### src/hdl/smpq_pkg.sv
package smpq_pkg;

    localparam int unsigned OP_W     = 2;
    localparam int unsigned VAL_W    = 32;
    localparam int unsigned STAT_W   = 2;
    localparam int unsigned OCC_W    = 4;
    localparam int unsigned S_DATA_W = 40;
    localparam int unsigned M_DATA_W = 40;

    localparam logic [OP_W-1:0] OP_INSERT = 2'd0;
    localparam logic [OP_W-1:0] OP_PEEK   = 2'd1;
    localparam logic [OP_W-1:0] OP_POP    = 2'd2;

    localparam logic [STAT_W-1:0] ST_DONE  = 2'd0;
    localparam logic [STAT_W-1:0] ST_FULL  = 2'd1;
    localparam logic [STAT_W-1:0] ST_EMPTY = 2'd2;

    typedef struct packed {
        logic                load;
        logic                ins;
        logic                pop;
    } cmd_t;

    typedef struct packed {
        logic                full;
        logic                empty;
    } sts_t;

endpackage

### src/hdl/smpq_ctrl.sv
module smpq_ctrl (
    input  logic                          aclk,
    input  logic                          aresetn,
    input  logic                          s_tvalid,
    output logic                          s_tready,
    input  logic [smpq_pkg::OP_W-1:0]     op,
    output logic                          m_tvalid,
    input  logic                          m_tready,
    input  smpq_pkg::sts_t                sts,
    output smpq_pkg::cmd_t                cmd
);
    import smpq_pkg::*;

    localparam logic S_IDLE = 1'b0;
    localparam logic S_HOLD = 1'b1;

    logic state_reg;
    logic state_next;
    logic accept;

    assign s_tready = (state_reg == S_IDLE) || m_tready;
    assign accept   = s_tvalid && s_tready;
    assign m_tvalid = (state_reg == S_HOLD);

    always_comb begin
        cmd.load = accept;
        cmd.ins  = accept && (op == OP_INSERT) && !sts.full;
        cmd.pop  = accept && (op == OP_POP) && !sts.empty;
    end

    always_comb begin
        state_next = state_reg;
        unique case (state_reg)
            S_IDLE: begin
                if (accept) state_next = S_HOLD;
            end
            S_HOLD: begin
                if (accept) state_next = S_HOLD;
                else if (m_tready) state_next = S_IDLE;
            end
            default: state_next = S_IDLE;
        endcase
    end

    always_ff @(posedge aclk) begin
        if (!aresetn) begin
            state_reg <= S_IDLE;
        end else begin
            state_reg <= state_next;
        end
    end

endmodule

### src/hdl/smpq_datapath.sv
module smpq_datapath #(
    parameter int unsigned CAPACITY = 8
) (
    input  logic                            aclk,
    input  logic                            aresetn,
    input  smpq_pkg::cmd_t                  cmd,
    input  logic [smpq_pkg::OP_W-1:0]       op,
    input  logic signed [smpq_pkg::VAL_W-1:0] value,
    output smpq_pkg::sts_t                  sts,
    output logic [smpq_pkg::M_DATA_W-1:0]   result
);
    import smpq_pkg::*;

    localparam int unsigned CW = $clog2(CAPACITY + 1);

    logic signed [VAL_W-1:0] store_reg  [CAPACITY];
    logic signed [VAL_W-1:0] store_next [CAPACITY];
    logic [CAPACITY-1:0]     gt;
    logic [CW-1:0]           count_reg;
    logic [CW-1:0]           count_next;
    logic [M_DATA_W-1:0]     result_reg;
    logic [STAT_W-1:0]       status;
    logic [VAL_W-1:0]        head;

    assign sts.full  = (count_reg >= CW'(CAPACITY));
    assign sts.empty = (count_reg == '0);

    // one compare-and-shift cell per entry
    for (genvar i = 0; i < CAPACITY; i++) begin : g_cell
        assign gt[i] = (CW'(i) < count_reg) && (value > store_reg[i]);

        always_comb begin
            store_next[i] = store_reg[i];
            if (cmd.ins) begin
                if (!gt[i]) begin
                    if (i == 0) begin
                        store_next[i] = value;
                    end else if (gt[(i > 0) ? i - 1 : 0]) begin
                        store_next[i] = value;
                    end else begin
                        store_next[i] = store_reg[(i > 0) ? i - 1 : 0];
                    end
                end
            end else if (cmd.pop) begin
                store_next[i] = store_reg[(i + 1 < CAPACITY) ? i + 1 : i];
            end
        end

        always_ff @(posedge aclk) begin
            store_reg[i] <= store_next[i];
        end
    end

    always_comb begin
        count_next = count_reg;
        if (cmd.ins) count_next = count_reg + CW'(1);
        else if (cmd.pop) count_next = count_reg - CW'(1);
    end

    always_comb begin
        status = ST_DONE;
        head   = '0;
        case (op) inside
            OP_INSERT: begin
                if (sts.full) status = ST_FULL;
            end
            OP_PEEK, OP_POP: begin
                if (sts.empty) begin
                    status = ST_EMPTY;
                end else begin
                    head = store_reg[0];
                end
            end
            default: begin
                status = ST_DONE;
            end
        endcase
    end

    always_ff @(posedge aclk) begin
        if (!aresetn) begin
            count_reg <= '0;
        end else begin
            count_reg <= count_next;
        end
    end

    always_ff @(posedge aclk) begin
        if (cmd.load) begin
            result_reg <= {(count_next == '0),
                           (count_next >= CW'(CAPACITY)),
                           OCC_W'(count_next),
                           head,
                           status};
        end
    end

    assign result = result_reg;

endmodule

### src/hdl/sorted_min_priority_queue_core.sv
// Bounded minimum-first queue of CAPACITY signed 32-bit values kept sorted in a row of
// compare-and-shift cells. Each input word carries an operation (insert, peek, pop) and a
// value; each accepted word gives exactly one result word with status, head value,
// occupancy and full/empty flags. The whole operation completes in the accepting cycle,
// so one word is taken per clock; the result sits in an output register that frees itself
// in the same cycle it is taken, so back-pressure on the result side is the only stall.
// Equal values leave in insertion order reversed (a new value goes ahead of equal ones).
// Occupancy reports the low 4 bits of the stored count.
module sorted_min_priority_queue_core #(
    parameter int unsigned CAPACITY = 8
) (
    input  logic                          aclk,
    input  logic                          aresetn,
    input  logic                          s_tvalid,
    output logic                          s_tready,
    // operation[1:0], value[33:2], zero fill
    input  logic [smpq_pkg::S_DATA_W-1:0] s_tdata,
    output logic                          m_tvalid,
    input  logic                          m_tready,
    // status[1:0], head_value[33:2], occupancy[37:34], is_full[38], is_empty[39]
    output logic [smpq_pkg::M_DATA_W-1:0] m_tdata
);
    import smpq_pkg::*;

    cmd_t                    cmd;
    sts_t                    sts;
    logic [OP_W-1:0]         op;
    logic signed [VAL_W-1:0] value;

    assign op    = s_tdata[OP_W-1:0];
    assign value = s_tdata[OP_W+VAL_W-1:OP_W];

    smpq_ctrl u_ctrl (
        .aclk     (aclk),
        .aresetn  (aresetn),
        .s_tvalid (s_tvalid),
        .s_tready (s_tready),
        .op       (op),
        .m_tvalid (m_tvalid),
        .m_tready (m_tready),
        .sts      (sts),
        .cmd      (cmd)
    );

    smpq_datapath #(
        .CAPACITY (CAPACITY)
    ) u_datapath (
        .aclk    (aclk),
        .aresetn (aresetn),
        .cmd     (cmd),
        .op      (op),
        .value   (value),
        .sts     (sts),
        .result  (m_tdata)
    );

endmodule

### config.mk
export PLATFORM = sky130hd
export DESIGN_NAME = sorted_min_priority_queue_core
export DESIGN_NICKNAME = d
export VERILOG_FILES = /design/src/hdl/smpq_pkg.sv /design/src/hdl/smpq_ctrl.sv /design/src/hdl/smpq_datapath.sv /design/src/hdl/sorted_min_priority_queue_core.sv
export SDC_FILE = /design/constraint.sdc
export NUM_CORES = 1
export LEC_CHECK = 0
export ABC_AREA = 1
export BUFFER_PORTS_ARGS = -buffer_cell sky130_fd_sc_hd__buf_2
export CAP_MARGIN = 20
export CORE_UTILIZATION = 50
export DETAILED_ROUTE_END_ITERATION = 8
export PLACE_DENSITY = 0.69
export SETUP_SLACK_MARGIN = 0.02
export SLEW_MARGIN = 20
export SYNTH_ARGS = -nofsm -noshare
export SYNTH_HDL_FRONTEND = slang
export SYNTH_SLANG_ARGS = --single-unit
### constraint.sdc
create_clock -name aclk -period 4.65 [get_ports aclk]
set_clock_uncertainty 0.15 [all_clocks]
set_input_delay 0.465 -clock aclk [delete_from_list [all_inputs] [get_ports aclk]]
set_output_delay 0.465 -clock aclk [all_outputs]
set_load 0.01 [all_outputs]
=== Word-level counts from Yosys, hierarchy flattened ===
Memory sizes are Yosys's and may differ from the RTL's.
Cells that the tools add are included.

* Bitwise operators: 2
* Muxes and demuxes: 40
* Order comparisons: 18
* Equal/unequal tests: 2
* Reduce and logical (&&, ||, !) cells: 21
* $add $sub $neg: 2

{| class="wikitable"
|+ Operators by type and width
! kind !! number
|-
| 32-bit 2-to-1 mux || 30
|-
| 32-bit greater-than comparator || 8
|-
| 3-bit by 4-bit < comparator with 1-bit output, first input constant || 4
|-
| 1-bit logical AND || 13
|-
| 4-bit >= comparator, second input constant || 2
|-
| 4-bit logical NOT || 2
|-
| 1-bit by 4-bit < comparator with 1-bit output, first input constant || 2
|-
| 2-bit by 4-bit < comparator with 1-bit output, first input constant || 2
|-
| 4-bit 2-to-1 mux || 2
|-
| 2-bit 2-to-1 mux || 3
|-
| 4-bit by 1-bit adder with 4-bit output, second input constant || 1
|-
| 1-bit 2-to-1 mux || 4
|-
| 4-bit by 1-bit subtractor with 4-bit output, second input constant || 1
|-
| 3-bit OR reduction || 1
|-
| 2-bit by 1-bit == test with 1-bit output, second input constant || 1
|-
| 2-bit == test, second input constant || 1
|-
| 1-bit logical NOT || 2
|-
| 2-bit logical NOT || 1
|-
| 1-bit inverter || 2
|-
| 1-bit one-hot mux with 2 select lines || 1
|-
| 2-bit OR reduction || 1
|-
| 1-bit logical OR || 1
|}

* Memories: 1
* Logic and storage cells: 90
* Output and inout port bits: 42
* Flip-flop bits (word level): 45
* Bits in writable memories: 256
* Bits of input ports: 44

{| class="wikitable"
|+ Memories
! memory !! words !! bits a word !! read ports !! clocked after Yosys merged registers in !! write ports !! RTL line !! RTL
|-
| u_datapath.store_reg || 8 || 32 || 8 || 0 || 8 || smpq_datapath.sv:16 || <nowiki>logic signed [VAL_W-1:0] store_reg [CAPACITY];</nowiki>
|}

=== Depth between registers and ports, before layout ===
* Depth in word-level cells: 8
* Depth in mapped cells: 20

=== Modules after synthesis ===
A second synthesis with hierarchy kept.

* Cell total of the unflattened synthesis: 2756
* Area total of the unflattened synthesis: 21256.6 sq um

{| class="wikitable"
|+ By module, submodules not included
! module !! times used !! area each (sq um) !! cells an instance
|-
| smpq_datapath || 1 || 21170.3 || 2740
|-
| smpq_ctrl || 1 || 86.3 || 16
|}

=== Least setup slack after synthesis ===
Ideal clock, no wire load.

* Path type: input port to flip-flop
* Start point: input m_tready
* End point: memory u_datapath.store_reg[6][0] (netlist: u_datapath.store_reg[1][64]) (enable)
* Arrival: 3891 ps
* Buffers on the path: 3
* Setup slack: 219 ps
* Library setup time: 389 ps
* Stages on the path: 9
* Path through: inv_2 -> a21oi_2 -> nand3_2 -> inv_2 -> buf_6 -> buf_2 -> buf_2 -> nand2_1 -> nand2_1

{| class="wikitable"
|+ RTL lines
! what !! RTL line !! RTL
|-
| from (decl) || sorted_min_priority_queue_core.sv:19 || <nowiki>input logic m_tready,</nowiki>
|-
| to (decl) || smpq_datapath.sv:16 ||
|}

==> results_dict.tcl <==
set metrics [dict create \
    io-pin-count 86 \
    grt_pass1_vias 16270 \
    cp.required_ns 4.66 \
    synthCells 2619 \
    cp.arrival_ns 3.27 \
    tns_ns 0 \
    worst_slack_ns 1.389 \
    p_leak_uw 0.01246 \
    cts_tree "yes" \
    place.port_buffers 79 \
    r2r-start "u_datapath.store_reg[1][95]" \
    clockBufferDepth 3 \
    start_kind "register" \
    async_flop_share_pct 0 \
    initial_utilization_pct 50.94 \
    worstSetupEndpointType "register" \
    crit_start "u_datapath.store_reg[1][95]" \
    instances_no_fill 3240 \
    clock_sinks 301 \
    synthesis.area_um2 20380 \
    maxCapViolations 0 \
    synth_area_leader_cell "edfxtp_1" \
    setup_violations 0 \
    slowest_stage "buf_4" \
    cp.depth 15 \
    finalWeightedCongestion 0.9044 \
    die_x_um 203.9 \
    area_growth_pct 9.897 \
    max_freq_mhz 306.6 \
    multi_input_area_um2 9837 \
    min_period_ns 3.261 \
    synth.distinct_cells 33 \
    ir_drop_mv 0.1626 \
    globalRouteTotalUtil_pct 26.46 \
    num-fill-cells 3706 \
    path_class "reg -> reg" \
    regArea_um2 8989 \
    rsz0062_at_grt "false" \
    synthFlopType "edfxtp_1" \
    die_area_um2 41570 \
    post_drt_via_cell_ratio 5.213 \
    rows 73 \
    hp-class "in -> reg" \
    cp_top_family "simple AND/OR/NAND/NOR gates" \
    hold_viol 0 \
    powerDensity_nw_per_um2 313.1 \
    dp.cells 3174 \
    path_common_cell "nand2_1" \
    numCtsBuffers 36 \
    drive_above_1_share_pct 6.974 \
    ys_seq_elements 301 \
    synth.top_cells.by_count "nand2_1, edfxtp_1, inv_1, ha_1, a21oi_1" \
    path_cells "inv_1 > ha_1 > nand2_1 > inv_2 > nand3_1 > inv_2 > nand4_1 > a31oi_1 > nor2_1 > nand3b_1 > nand2_2 > nand2_2 > nand2_1 > nand2_1 > buf_4" \
    worstReg2RegEnd "u_datapath.store_reg[1][86]" \
    yosysSeqAreaShare_pct 44.11 \
    routedWlPerCell_um 16.74 \
    slew_headroom_pct 43.83 \
    drtIter0Drc 1275 \
    clk_pin_slew_ns 0.06 \
    hold_ws_ns 0.07792 \
    vias 16890 \
    r2r_cells 15 \
    tightest_slew_ns 0.8425 \
    final_nets 2962 \
    synth.area.top_cells "edfxtp_1, nand2_1, ha_1, inv_1, a21oi_1" \
    drtPass1Iterations 5 \
    max_stage_delay_ns 0.45 \
    netlist.area_leader.share_pct 43.62 \
    status "finished clean" \
    htreeDepth 2 \
    insertion_delay_ns 0.54 \
    place_ws_ns 1.066 \
    postCtsSetupRepairBufs 0 \
    wirelength_um 54230 \
    syn_nets 2892 \
    largest_reg_flops 256 \
    grt_pass1_wl_um 85200 \
    root_buffer "clkbuf_16" \
    drc 0 \
    cts_resized 0 \
    holdCritStartpoint "m_tready" \
    hpwlAfterDp_um 39350 \
    avgSynthCellArea_um2 7.781 \
    cp-endpoint "u_datapath.store_reg[1][86]" \
    ys_warn_count 0 \
    grt_overflow 0 \
    r2r_slack_ns 1.39 \
    antenna_found_initial 5 \
    grt_max_degree 145 \
    crit_path_max_fanout 32 \
    fin_crit_sh_pct 70.13 \
    core_um2 40010 \
    drtAntennaViolNets 0 \
    slew_viol_final 0 \
    crit_buf_inv 4 \
    synth_edf_count 296 \
    synth_most_common_cell "nand2_1" \
    cts_hold_buf 1 \
    die_h_um 203.9 \
]
-- cell usage in the layout (no fill, tap or decap), types with 3 or more instances in the layout --
cell type	instances
bufinv_16	3
o21a_1	12
diode_2	5
clkbuf_16	37
clkinv_1	7
a21oi_1	108
nand2_2	7
buf_2	79
clkbuf_1	5
dfxtp_1	5
nor2_2	3
nor2_1	104
edfxtp_1	296
a21o_1	6
nand3_2	6
clkinv_2	5
inv_1	295
buf_4	27
o21ai_0	52
nand2_1	1327
nand3_1	51
ha_1	229
nand4_1	13
inv_2	6
-- final cells by class --
class | count | share of cell area [%]
multi-input cells | 1938 | 43.92
clock buffers | 42 | 4.218
diodes | 5 | 0.05587
well taps | 525 | 2.933
inverters | 302 | 5.073
repair buffers | 110 | 2.961
clock inverters | 17 | 0.6984
flip-flops and latches | 301 | 40.14
-- power by group --
part	leakage, uW	internal [uW]	switching [uW]
clock network	0.000535	1610	1130
registers	0.00279	3140	49.1
logic	0.00914	350	733
-- worst min-delay path, stage by stage --
cell and delay, ns:
buf_2 0.08, inv_2 0.04, nand2_1 0.06, a21oi_1 0.06
-- how the worst min path moves through the flow --
stage / endpoint / slack, ns / depth (start not counted)
2_1_floorplan: u_datapath.store_reg[1][65] / 0.34 / 2
3_3_place_gp: u_datapath.store_reg[1][64] / 0.35 / 2
3_5_place_dp: u_datapath.store_reg[1][93] / 0.35 / 2
4_1_cts: u_ctrl.m_tvalid / 0.06 / 4
5_1_grt: u_ctrl.m_tvalid / 0.1 / 4
6_report: u_ctrl.m_tvalid / 0.08 / 4
-- cell families (layout without fill, tap and decap cells) --
family | after synthesis | count (layout) | share of synthesized area, %
fa+ha+maj | 229 | 229 | 14.06
buf+inv | 380 | 471 | 7.767
compound gates | 185 | 185 | 4.857
xor+xnor | 2 | 2 | 0.08597
other cells | 0 | 5 | 0
flops | 301 | 301 | 44.11
simple gates | 1522 | 1522 | 29.12
-- routing by layer --
layer	vias up	wire [um]	track usage [%]
met5	-	0	0
met4	0	1151	8.244
met3	84	3588	3.827
met2	518	26610	46.04
met1	7793	22880	33.79
li1	8496	-	-
-- stage by stage --
| step | area (um2) | power (uW) | utilization (%) |
|---|---|---|---|
| 2_1_floorplan | 20380 | 3971 | - |
| 3_3_place_gp | 21260 | 4273 | 53.13 |
| 3_5_place_dp | 21260 | 4319 | 53.13 |
| 4_1_cts | 22370 | 7050 | 55.91 |
| 5_1_grt | 22400 | 7311 | 55.98 |
| 6_report | 22400 | 7012 | 55.98 |
Note: power is estimated with default switching activity, not from simulation.
